## src/hw/rtl/median_presence_detector_macros.svh

```systemverilog
// Assertion macros shared by the median presence detector RTL.
// Depends on a clock named clk and an active-low reset named rst_n in scope.
`ifndef MEDIAN_PRESENCE_DETECTOR_MACROS_SVH
`define MEDIAN_PRESENCE_DETECTOR_MACROS_SVH

// Check a property on every clock edge outside reset
`define MPD_ASSERT_CLK(label, prop, msg) \
  label: assert property (@(posedge clk) disable iff (!rst_n) prop) else $error(msg);

// Check a property on every clock edge, reset cycles included
`define MPD_ASSERT_RST(label, prop, msg) \
  label: assert property (@(posedge clk) prop) else $error(msg);

`endif

```

## src/hw/rtl/mpd_pkg.sv

```systemverilog
// Shared constants for the median presence detector.
// No dependencies; used by every module of the block.
package mpd_pkg;

  // Width of a distance sample in millimetres
  localparam int DIST_W = 16;

  // Default window length
  localparam int WINDOW_DEFAULT = 5;

  // Presence threshold after reset
  localparam logic [DIST_W-1:0] THRESHOLD_RESET = 16'd22;

endpackage

```

## src/hw/rtl/mpd_window.sv

```systemverilog
// Sample window store: fill count, oldest-slot pointer and sample registers.
// Depends on mpd_pkg and the assertion macros header.
`include "median_presence_detector_macros.svh"

module mpd_window #(
  parameter int WINDOW = mpd_pkg::WINDOW_DEFAULT
) (
  input  logic                                  clk,
  input  logic                                  rst_n,
  input  logic                                  load,
  input  logic [mpd_pkg::DIST_W-1:0]            sample,
  output logic                                  full,
  output logic [WINDOW-1:0][mpd_pkg::DIST_W-1:0] win_nxt
);

  localparam int CW = $clog2(WINDOW + 1);
  localparam int SW = $clog2(WINDOW);

  logic [WINDOW-1:0][mpd_pkg::DIST_W-1:0] win_r;
  logic [CW-1:0]                          fill_count_r;
  logic [CW-1:0]                          fill_count_nxt;
  logic [SW-1:0]                          oldest_slot_r;
  logic [SW-1:0]                          oldest_slot_nxt;
  logic [SW-1:0]                          wr_slot;

  assign full    = (fill_count_r == CW'(WINDOW));
  assign wr_slot = full ? oldest_slot_r : fill_count_r[SW-1:0];

  // Window as it stands once the new request's sample is written
  always_comb begin
    for (int i = 0; i < WINDOW; i++) begin
      win_nxt[i] = (wr_slot == SW'(i)) ? sample : win_r[i];
    end
  end

  // Advance fill count while filling, then rotate the oldest slot
  always_comb begin
    fill_count_nxt  = fill_count_r;
    oldest_slot_nxt = oldest_slot_r;
    if (!full) begin
      fill_count_nxt = fill_count_r + 1'b1;
    end else if (oldest_slot_r == SW'(WINDOW - 1)) begin
      oldest_slot_nxt = '0;
    end else begin
      oldest_slot_nxt = oldest_slot_r + 1'b1;
    end
  end

  always_ff @(posedge clk) begin
    if (!rst_n) begin
      fill_count_r  <= '0;
      oldest_slot_r <= '0;
    end else if (load) begin
      fill_count_r  <= fill_count_nxt;
      oldest_slot_r <= oldest_slot_nxt;
    end
  end

  // Sample storage, no reset
  always_ff @(posedge clk) begin
    if (load) begin
      win_r <= win_nxt;
    end
  end

  `MPD_ASSERT_CLK(a_fill_bound, fill_count_r <= CW'(WINDOW), "fill count beyond window")
  `MPD_ASSERT_CLK(a_full_sticks, full |=> full, "window left the full state")
  `MPD_ASSERT_CLK(a_slot_idle, !full |-> oldest_slot_r == '0, "oldest slot moved while filling")

endmodule

```

## src/hw/rtl/mpd_median.sv

```systemverilog
// Rank-compare median selector over a full window of samples.
// Depends on mpd_pkg.
module mpd_median #(
  parameter int WINDOW = mpd_pkg::WINDOW_DEFAULT
) (
  input  logic [WINDOW-1:0][mpd_pkg::DIST_W-1:0] win,
  output logic [mpd_pkg::DIST_W-1:0]             median
);

  localparam int              RW  = $clog2(WINDOW);
  localparam logic [RW-1:0]   MID = RW'(WINDOW / 2);

  logic [WINDOW-1:0][RW-1:0] rank;

  // Rank each sample; equal values are ordered by slot so ranks are unique
  always_comb begin
    for (int k = 0; k < WINDOW; k++) begin
      rank[k] = '0;
      for (int j = 0; j < WINDOW; j++) begin
        if (j != k) begin
          rank[k] = rank[k] + RW'((win[j] < win[k]) || ((win[j] == win[k]) && (j < k)));
        end
      end
    end
  end

  // Pick the sample whose rank is the middle one
  always_comb begin
    median = '0;
    for (int k = 0; k < WINDOW; k++) begin
      if (rank[k] == MID) begin
        median = median | win[k];
      end
    end
  end

endmodule

```

## src/hw/rtl/median_presence_detector.sv

```systemverilog
// Median presence detector: sliding-window median of distance samples with a
// presence threshold and edge pulses. A request enters the input register on
// in_valid & in_ready and moves on to the output register once that is free or
// being emptied, where out_valid holds it until out_ready takes it.
// Throughput: one request per cycle unless the receiver stalls; the path between
// the two registers is the window update plus the WINDOW x WINDOW rank-compare
// network and its select.
// The first WINDOW requests pass their raw sample through (out_window_full 0);
// from then on the output is the median of the last WINDOW samples.
// out_object_present is 1 when the filtered distance is at or below the
// threshold; out_detect_pulse and out_remove_pulse mark its changes.
// cfg_data writes the threshold (cfg_ready is always high); write it only
// while no request is in flight.
// Reset (rst_n low, synchronous) empties both registers, clears the window
// fill state and the presence history, and sets the threshold to 22 mm.
// When the receiver stalls, the output holds and the input register drains
// into it as soon as it frees; in_ready drops while both are occupied and
// out_ready is low.
// Depends on mpd_pkg, mpd_window, mpd_median and the assertion macros header.
`include "median_presence_detector_macros.svh"

module median_presence_detector #(
  parameter int WINDOW = mpd_pkg::WINDOW_DEFAULT
) (
  input  logic                       clk,
  input  logic                       rst_n,
  input  logic                       in_valid,
  output logic                       in_ready,
  input  logic [mpd_pkg::DIST_W-1:0] in_raw_distance,
  output logic                       out_valid,
  input  logic                       out_ready,
  output logic [mpd_pkg::DIST_W-1:0] out_filtered_distance,
  output logic                       out_window_full,
  output logic                       out_object_present,
  output logic                       out_detect_pulse,
  output logic                       out_remove_pulse,
  input  logic                       cfg_valid,
  output logic                       cfg_ready,
  input  logic [mpd_pkg::DIST_W-1:0] cfg_data
);

  logic                                   s1_valid_r;
  logic [mpd_pkg::DIST_W-1:0]             s1_sample_r;
  logic                                   s1_adv;
  logic                                   out_valid_r;
  logic [mpd_pkg::DIST_W-1:0]             filt_r;
  logic                                   full_r;
  logic                                   present_r;
  logic                                   detect_r;
  logic                                   remove_r;
  logic                                   was_present_r;
  logic [mpd_pkg::DIST_W-1:0]             threshold_r;
  logic                                   win_full;
  logic [WINDOW-1:0][mpd_pkg::DIST_W-1:0] win_nxt;
  logic [mpd_pkg::DIST_W-1:0]             median;
  logic [mpd_pkg::DIST_W-1:0]             filt;
  logic                                   present;

  // Handshake: move stage 1 on whenever the output register is free or out_ready empties it
  assign s1_adv    = s1_valid_r && (!out_valid_r || out_ready);
  assign in_ready  = !s1_valid_r || s1_adv;
  assign cfg_ready = 1'b1;

  // Threshold register
  always_ff @(posedge clk) begin
    if (!rst_n) begin
      threshold_r <= mpd_pkg::THRESHOLD_RESET;
    end else if (cfg_valid) begin
      threshold_r <= cfg_data;
    end
  end

  // Input register
  always_ff @(posedge clk) begin
    if (!rst_n) begin
      s1_valid_r <= 1'b0;
    end else if (in_ready) begin
      s1_valid_r <= in_valid;
    end
  end

  always_ff @(posedge clk) begin
    if (in_ready && in_valid) begin
      s1_sample_r <= in_raw_distance;
    end
  end

  mpd_window #(
    .WINDOW (WINDOW)
  ) u_window (
    .clk     (clk),
    .rst_n   (rst_n),
    .load    (s1_adv),
    .sample  (s1_sample_r),
    .full    (win_full),
    .win_nxt (win_nxt)
  );

  mpd_median #(
    .WINDOW (WINDOW)
  ) u_median (
    .win    (win_nxt),
    .median (median)
  );

  // Pass the raw sample until the window is full, then the median
  assign filt    = win_full ? median : s1_sample_r;
  assign present = (filt <= threshold_r);

  // Output register and presence history
  always_ff @(posedge clk) begin
    if (!rst_n) begin
      out_valid_r   <= 1'b0;
      was_present_r <= 1'b0;
    end else begin
      if (s1_adv) begin
        out_valid_r   <= 1'b1;
        was_present_r <= present;
      end else if (out_ready) begin
        out_valid_r <= 1'b0;
      end
    end
  end

  always_ff @(posedge clk) begin
    if (s1_adv) begin
      filt_r    <= filt;
      full_r    <= win_full;
      present_r <= present;
      detect_r  <= present && !was_present_r;
      remove_r  <= !present && was_present_r;
    end
  end

  assign out_valid             = out_valid_r;
  assign out_filtered_distance = filt_r;
  assign out_window_full       = full_r;
  assign out_object_present    = present_r;
  assign out_detect_pulse      = detect_r;
  assign out_remove_pulse      = remove_r;

  `MPD_ASSERT_RST(a_reset_empty, !rst_n |=> !out_valid_r && !s1_valid_r, "not empty after reset")
  `MPD_ASSERT_CLK(a_detect_present, out_valid_r && detect_r |-> present_r, "detect without presence")
  `MPD_ASSERT_CLK(a_remove_absent, out_valid_r && remove_r |-> !present_r, "remove with presence")
  `MPD_ASSERT_CLK(a_history, s1_adv |=> was_present_r == present_r, "presence history out of step")

endmodule
```

## config.mk

```make
export PLATFORM = sky130hd
export DESIGN_NAME = median_presence_detector
export DESIGN_NICKNAME = d
export VERILOG_FILES = /design/src/hw/rtl/mpd_pkg.sv /design/src/hw/rtl/mpd_window.sv /design/src/hw/rtl/mpd_median.sv /design/src/hw/rtl/median_presence_detector.sv
export VERILOG_INCLUDE_DIRS = /design/src /design/src/hw/rtl
export SDC_FILE = /design/constraint.sdc
export NUM_CORES = 1
export LEC_CHECK = 0
export BUFFER_PORTS_ARGS = -buffer_cell sky130_fd_sc_hd__buf_2
export CAP_MARGIN = 20
export CORE_ASPECT_RATIO = 0.75
export CORE_MARGIN = 5
export CORE_UTILIZATION = 57
export DETAILED_ROUTE_END_ITERATION = 7
export GPL_TIMING_DRIVEN = 0
export PLACE_DENSITY_LB_ADDON = 0.3
export SLEW_MARGIN = 10
export SYNTH_ARGS = -nofsm -noshare
export SYNTH_HDL_FRONTEND = slang
export SYNTH_HIERARCHICAL = 1
export SYNTH_SLANG_ARGS = --single-unit
```

## constraint.sdc

```tcl
create_clock -name clk -period 7.2 [get_ports clk]
set_clock_uncertainty 0.1 [all_clocks]
set_input_delay 0.72 -clock clk [delete_from_list [all_inputs] [get_ports clk]]
set_output_delay 0.72 -clock clk [all_outputs]
set_load 0.03 [all_outputs]
```

After elaboration in Yosys (flattened, before gate mapping)
Cells that the tools add are included.

Output and inout port bits: 23. Register bits: 141.

$add $sub $neg: 17. Reductions and logical operators: 24. Eq/ne operators: 21. Bitwise operators: 5. Order comparisons: 21. Multiplexer cells: 15.

Operator list (count): $lt A16 B16 Y1 (20); $mux W16 (11); $eq A16 B16 Y1 (10); $or A16 B16 Y16 (4); $add A3 B1 Y3 (9); $eq A3 B2 Y1 const B (7); $le A16 B16 Y1 (1); $logic_or A1 B1 Y1 (12); $add A1 B1 Y2 (5); $eq A3 B3 Y1 const B (3); $add A3 B1 Y3 const B (2); $mux W3 (2); $logic_and A1 B1 Y1 (4); $logic_not A1 Y1 (4); $reduce_and A2 Y1 (2); $add A2 B1 Y3 (1); $eq A3 B1 Y1 const B (1); $logic_not A3 Y1 (1); $mux W1 (2); $reduce_bool A2 Y1 (1); $not A1 Y1 (1).

Longest topological paths before layout
Depth in word-level cells: 22. Depth in mapped cells: 29. Depth with buffers taken out: 26.

By module
The synthesis kept the hierarchy.

Modules (own cells, without submodules): mpd_median (area an instance 4463.0 um2, instances 1, cells an instance 578, sequential area each 0.0 um2); mpd_window (area an instance 3844.9 um2, instances 1, cells an instance 217, sequential area each 2522.4 um2); median_presence_detector (area an instance 2421.1 um2, instances 1, cells an instance 179, sequential area each 1461.4 um2).

Worst setup path before layout
No wires, ideal clock.

Path kind: in2reg. Start point: input out_ready. End point: register u_window.oldest_slot_r[2]. Arrival: 6.953 ns. Cell stages on the path: 5. Library setup time: 0.070 ns. Path slack: 0.077 ns. Buffers on the path: 0. Path through: nor2b_1 > nor2b_1 > nand3_1 > or3b_2 > a21oi_1.

Cells in the longest elaborated chain, start to end: 3.

Ends and longest elaborated chain: start, declared (RTL line median_presence_detector.sv:31) `input logic out_ready,`; $logic_or A1 B1 Y1 (RTL line median_presence_detector.sv:60) `assign s1_adv = s1_valid_r && (!out_valid_r || out_ready);`; $logic_and A1 B1 Y1 (RTL line median_presence_detector.sv:60); named net s1_adv (RTL line median_presence_detector.sv:44) `logic s1_adv;`; $reduce_and A2 Y1 (no line); end signal, assigned (RTL line mpd_window.sv:55) `oldest_slot_r <= oldest_slot_nxt;`; end, declared (RTL line mpd_window.sv:22) `logic [SW-1:0] oldest_slot_r;`.

The timed path passes the listed nets, and every way through them passes these cells. A chain may end at the register's enable or synchronous reset.

==> metrics <==
average vias per placed instance 6.26; Synth Flop Type edfxtp_1; Critical Path RT 7.28 ns; Startpoint Class register; hold path cells 1; Mean Syn Cell Area 11.0 sq um; Final Critical Period 7.09 ns; Total Power ~2.9 mW; Seq/Total Area, Yosys 0.371; Worst VDD drop approximately 180 uV; DIE HEIGHT 129 um; Syn Inst Count 974; layout cells sized above 1 0.279; drt initial violations 888; clock latency on the worst-skew pair 0.42 ns; gpl congestion just over 0.9; clock slew at reported path FFs 0.06 ns; largest family of logic cells by synthesized area adder cells; max-cap violation count 0; # DRC 0; Synth Register Bits 141; placed cell count between 1000 and 1500; DIE AREA 21700 sq um; drt pass-1 iters 6; Place WS -0.771 ns; vias in the first global route 8311; Post-Synth Simple-Gate Area 0.113; multiplexer share of the synthesized area 0.115; clock buffer depth 2; WHS 0.374 ns; worst setup margin 0.107 ns; Worst Tran Pin Value between 0.8 and 0.9 ns; P per Cell Area 232 nW/um^2; clk sinks 141; Compound-Gate Fraction of Synth Area 0.122; WL final 28800 um; Hold EP s1_sample_r[4]; FF-to-FF End out_remove_pulse; Routed Antenna Nets 0; status complete, no violations; FP Rows 43; xor and xnor fraction of the mapped netlist area 0.000816; io pins 60; Die W 168 um; first-pass GRT wire length between 40000 and 50000 um; P_leak 5.45 nW; final hold vios 0; Final setup viols 0; n_diodes 0; Area after DPL 11400 sq um; DP HPWL 21700 um; Slew Limit Fails 0; flop-to-flop setup slack roughly 0.11 ns; Post-synth ARST share 0; core area 18500 sq um; CP Capture Type register; area grow syn2layout 17.4%; TritonCTS clock tree done; syn nets 1206; gr ovfl total 0; H-tree depth 4; Nets 1316; vias approximately 8400; initial antenna violation count 0; Worst Reg-to-Reg Cells 27; Yosys cell types 62; post-route cell area 12600 sq um; post-synthesis adder-cell area fraction 0.231; wire per inst 21.4 um; CP Max Fanout 10; Final Cycle Share 0.985; IO buf count 57; Initial Utilization 0.580; EDFF count, synth 116; CP arrival 7.17 ns; pin count of the biggest net entering global routing 33; final cell count without fillers 1344; total CTS buffers 17; worst min-delay path startpoint in_raw_distance[4]; GRT Total Usage 0.265; Root Buffer clkbuf_16; worst hold path type in -> reg; RR Startpoint u_window/fill_count_r[1]; slew margin rel. 0.410; Post-Synthesis Cell Area 10700 sq um; Yosys warnings 6; CP Class reg -> reg; Peak Freq 141 MHz
-- metal layers --
layer	GRT usage	part of all wire	wire length, um
met1	0.383	0.45	12800
met2	0.400	0.43	12400
met3	0.0614	0.10	3010
met4	0.0806	0.020	579
met5	0	0	0
-- cells by family (layout without fill, tap and decap cells) --
logic type,after synthesis,count (layout)
flip-flops,141,141
buffers and inverters,121,244
other,1,1
XOR/XNOR,1,1
adder cells (fa/ha/maj),195,195
AO/OA/AOI/OAI,196,196
AND/OR/NAND/NOR,209,209
multiplexers,110,110
-- how the worst max path moves through the flow --
stage                              from                         to  slack [ns]  depth (start not counted)
4_1_cts        u_window/fill_count_r[1]           out_detect_pulse      -0.007                         28
3_5_place_dp   u_window/fill_count_r[0]           out_remove_pulse       -0.77                         27
6_report       u_window/fill_count_r[1]           out_remove_pulse        0.11                         27
2_1_floorplan                 out_ready  u_window/oldest_slot_r[2]        0.08                          5
5_1_grt        u_window/fill_count_r[1]         out_object_present       -0.06                         27
3_3_place_gp                  out_ready  u_window/oldest_slot_r[2]       -2.41                          6
-- through the flow --
stage	utilization	setup TNS [ns]
finish	0.681	0
CTS	0.661	-0.0130
global placement	0.612	-111.69
detailed placement	0.616	-2.95
global route	0.681	-0.135
floorplan	-	0
-- layout by cell type (no fill, tap or decap), types with 7 or more instances in the layout --
master	synthesis	layout
ha_1	190	185
edfxtp_1	116	116
inv_1	102	92
a21oi_1	82	79
nand2_1	81	79
mux2_2	86	75
buf_2	12	62
buf_4	2	32
o21ai_0	30	29
dfxtp_1	25	23
nor2b_1	23	22
mux2_4	5	20
nand4_1	18	18
nor2_1	17	17
clkbuf_16	0	17
a222oi_1	16	16
a22oi_1	17	16
mux2i_1	15	15
nand3_1	16	15
inv_2	0	10
nor4_4	0	7
nand2b_1	7	7
-- cells in the mapped netlist, drive strengths merged (3+ instances only) --
cell type | count | area share
ha | 190 | 0.22
edfxtp | 116 | 0.32
inv | 102 | 0.036
mux2 | 95 | 0.10
a21oi | 82 | 0.038
nand2 | 82 | 0.029
o21ai | 30 | 0.014
dfxtp | 25 | 0.047
nand4 | 25 | 0.019
nor2b | 23 | 0.013
a22oi | 17 | 0.012
buf | 17 | 0.010
nor2 | 17 | 0.0059
a222oi | 16 | 0.015
nand3 | 16 | 0.0075
mux2i | 15 | 0.014
nor3 | 11 | 0.0079
nor4 | 10 | 0.0099
a221oi | 7 | 0.0073
a31oi | 7 | 0.0055
nand2b | 7 | 0.0041
a21o | 6 | 0.0042
a31o | 6 | 0.0049
o211ai | 6 | 0.0047
fa | 5 | 0.0093
nor3b | 5 | 0.0058
a211oi | 4 | 0.0028
a21boi | 3 | 0.0021
and2 | 3 | 0.0017
-- worst max-delay path: stages (launching register included) --
cell,delay [ns]
dfxtp_4,0.37
inv_1,0.07
ha_4,0.17
and4b_2,0.28
o211a_1,0.25
buf_6,0.15
buf_12,0.15
mux2_4,0.36
ha_1,0.32
nand4_1,0.23
nor4_4,0.39
a21boi_4,0.28
nor4_4,0.08
a21oi_2,0.16
fa_1,0.42
ha_1,0.22
ha_1,0.28
nor3b_4,0.20
buf_6,0.16
a222oi_1,0.52
nand2_1,0.15
mux2_2,0.32
ha_1,0.20
a21oi_2,0.16
nor3_1,0.09
a2111oi_4,0.41
a31oi_4,0.14
and2_1,0.19
-- sequential cells by signal, indices dropped and copies added, names as in the netlist, 3 cells and up --
| signal | flops |
|---|---|
| s1_sample_r | 16 |
| u_window/fill_count_r | 3 |
| threshold_r | 16 |
| u_window/oldest_slot_r | 3 |
| out_filtered_distance | 16 |
| u_window/win_r | 80 |
-- cell type report --
class                      instances  area (sq um)
inverter                         102           383
clock buffer                      19           433
tap                              247           309
clock inverter                    13           101
buffer                            19           169
sequential                       141          3990
multi-input combinational        712          6630
timing repair buffer              91           586
fill                            1364          5910
-- what timing repair did --
item,in CTS,in global routing
hold buffers,0,0
buffers inserted,11,20
gates resized for setup,48,47
setup endpoints to repair,4,4
cloned,0,0
pin swaps,10,31
-- power breakdown --
| part | internal [mW] | switching [mW] |
|---|---|---|
| clock | 0.468 | 0.331 |
| combinational | 0.475 | 0.685 |
| sequential | 0.936 | 0.0228 |
No activity file was read; power rests on OpenSTA's default activity.
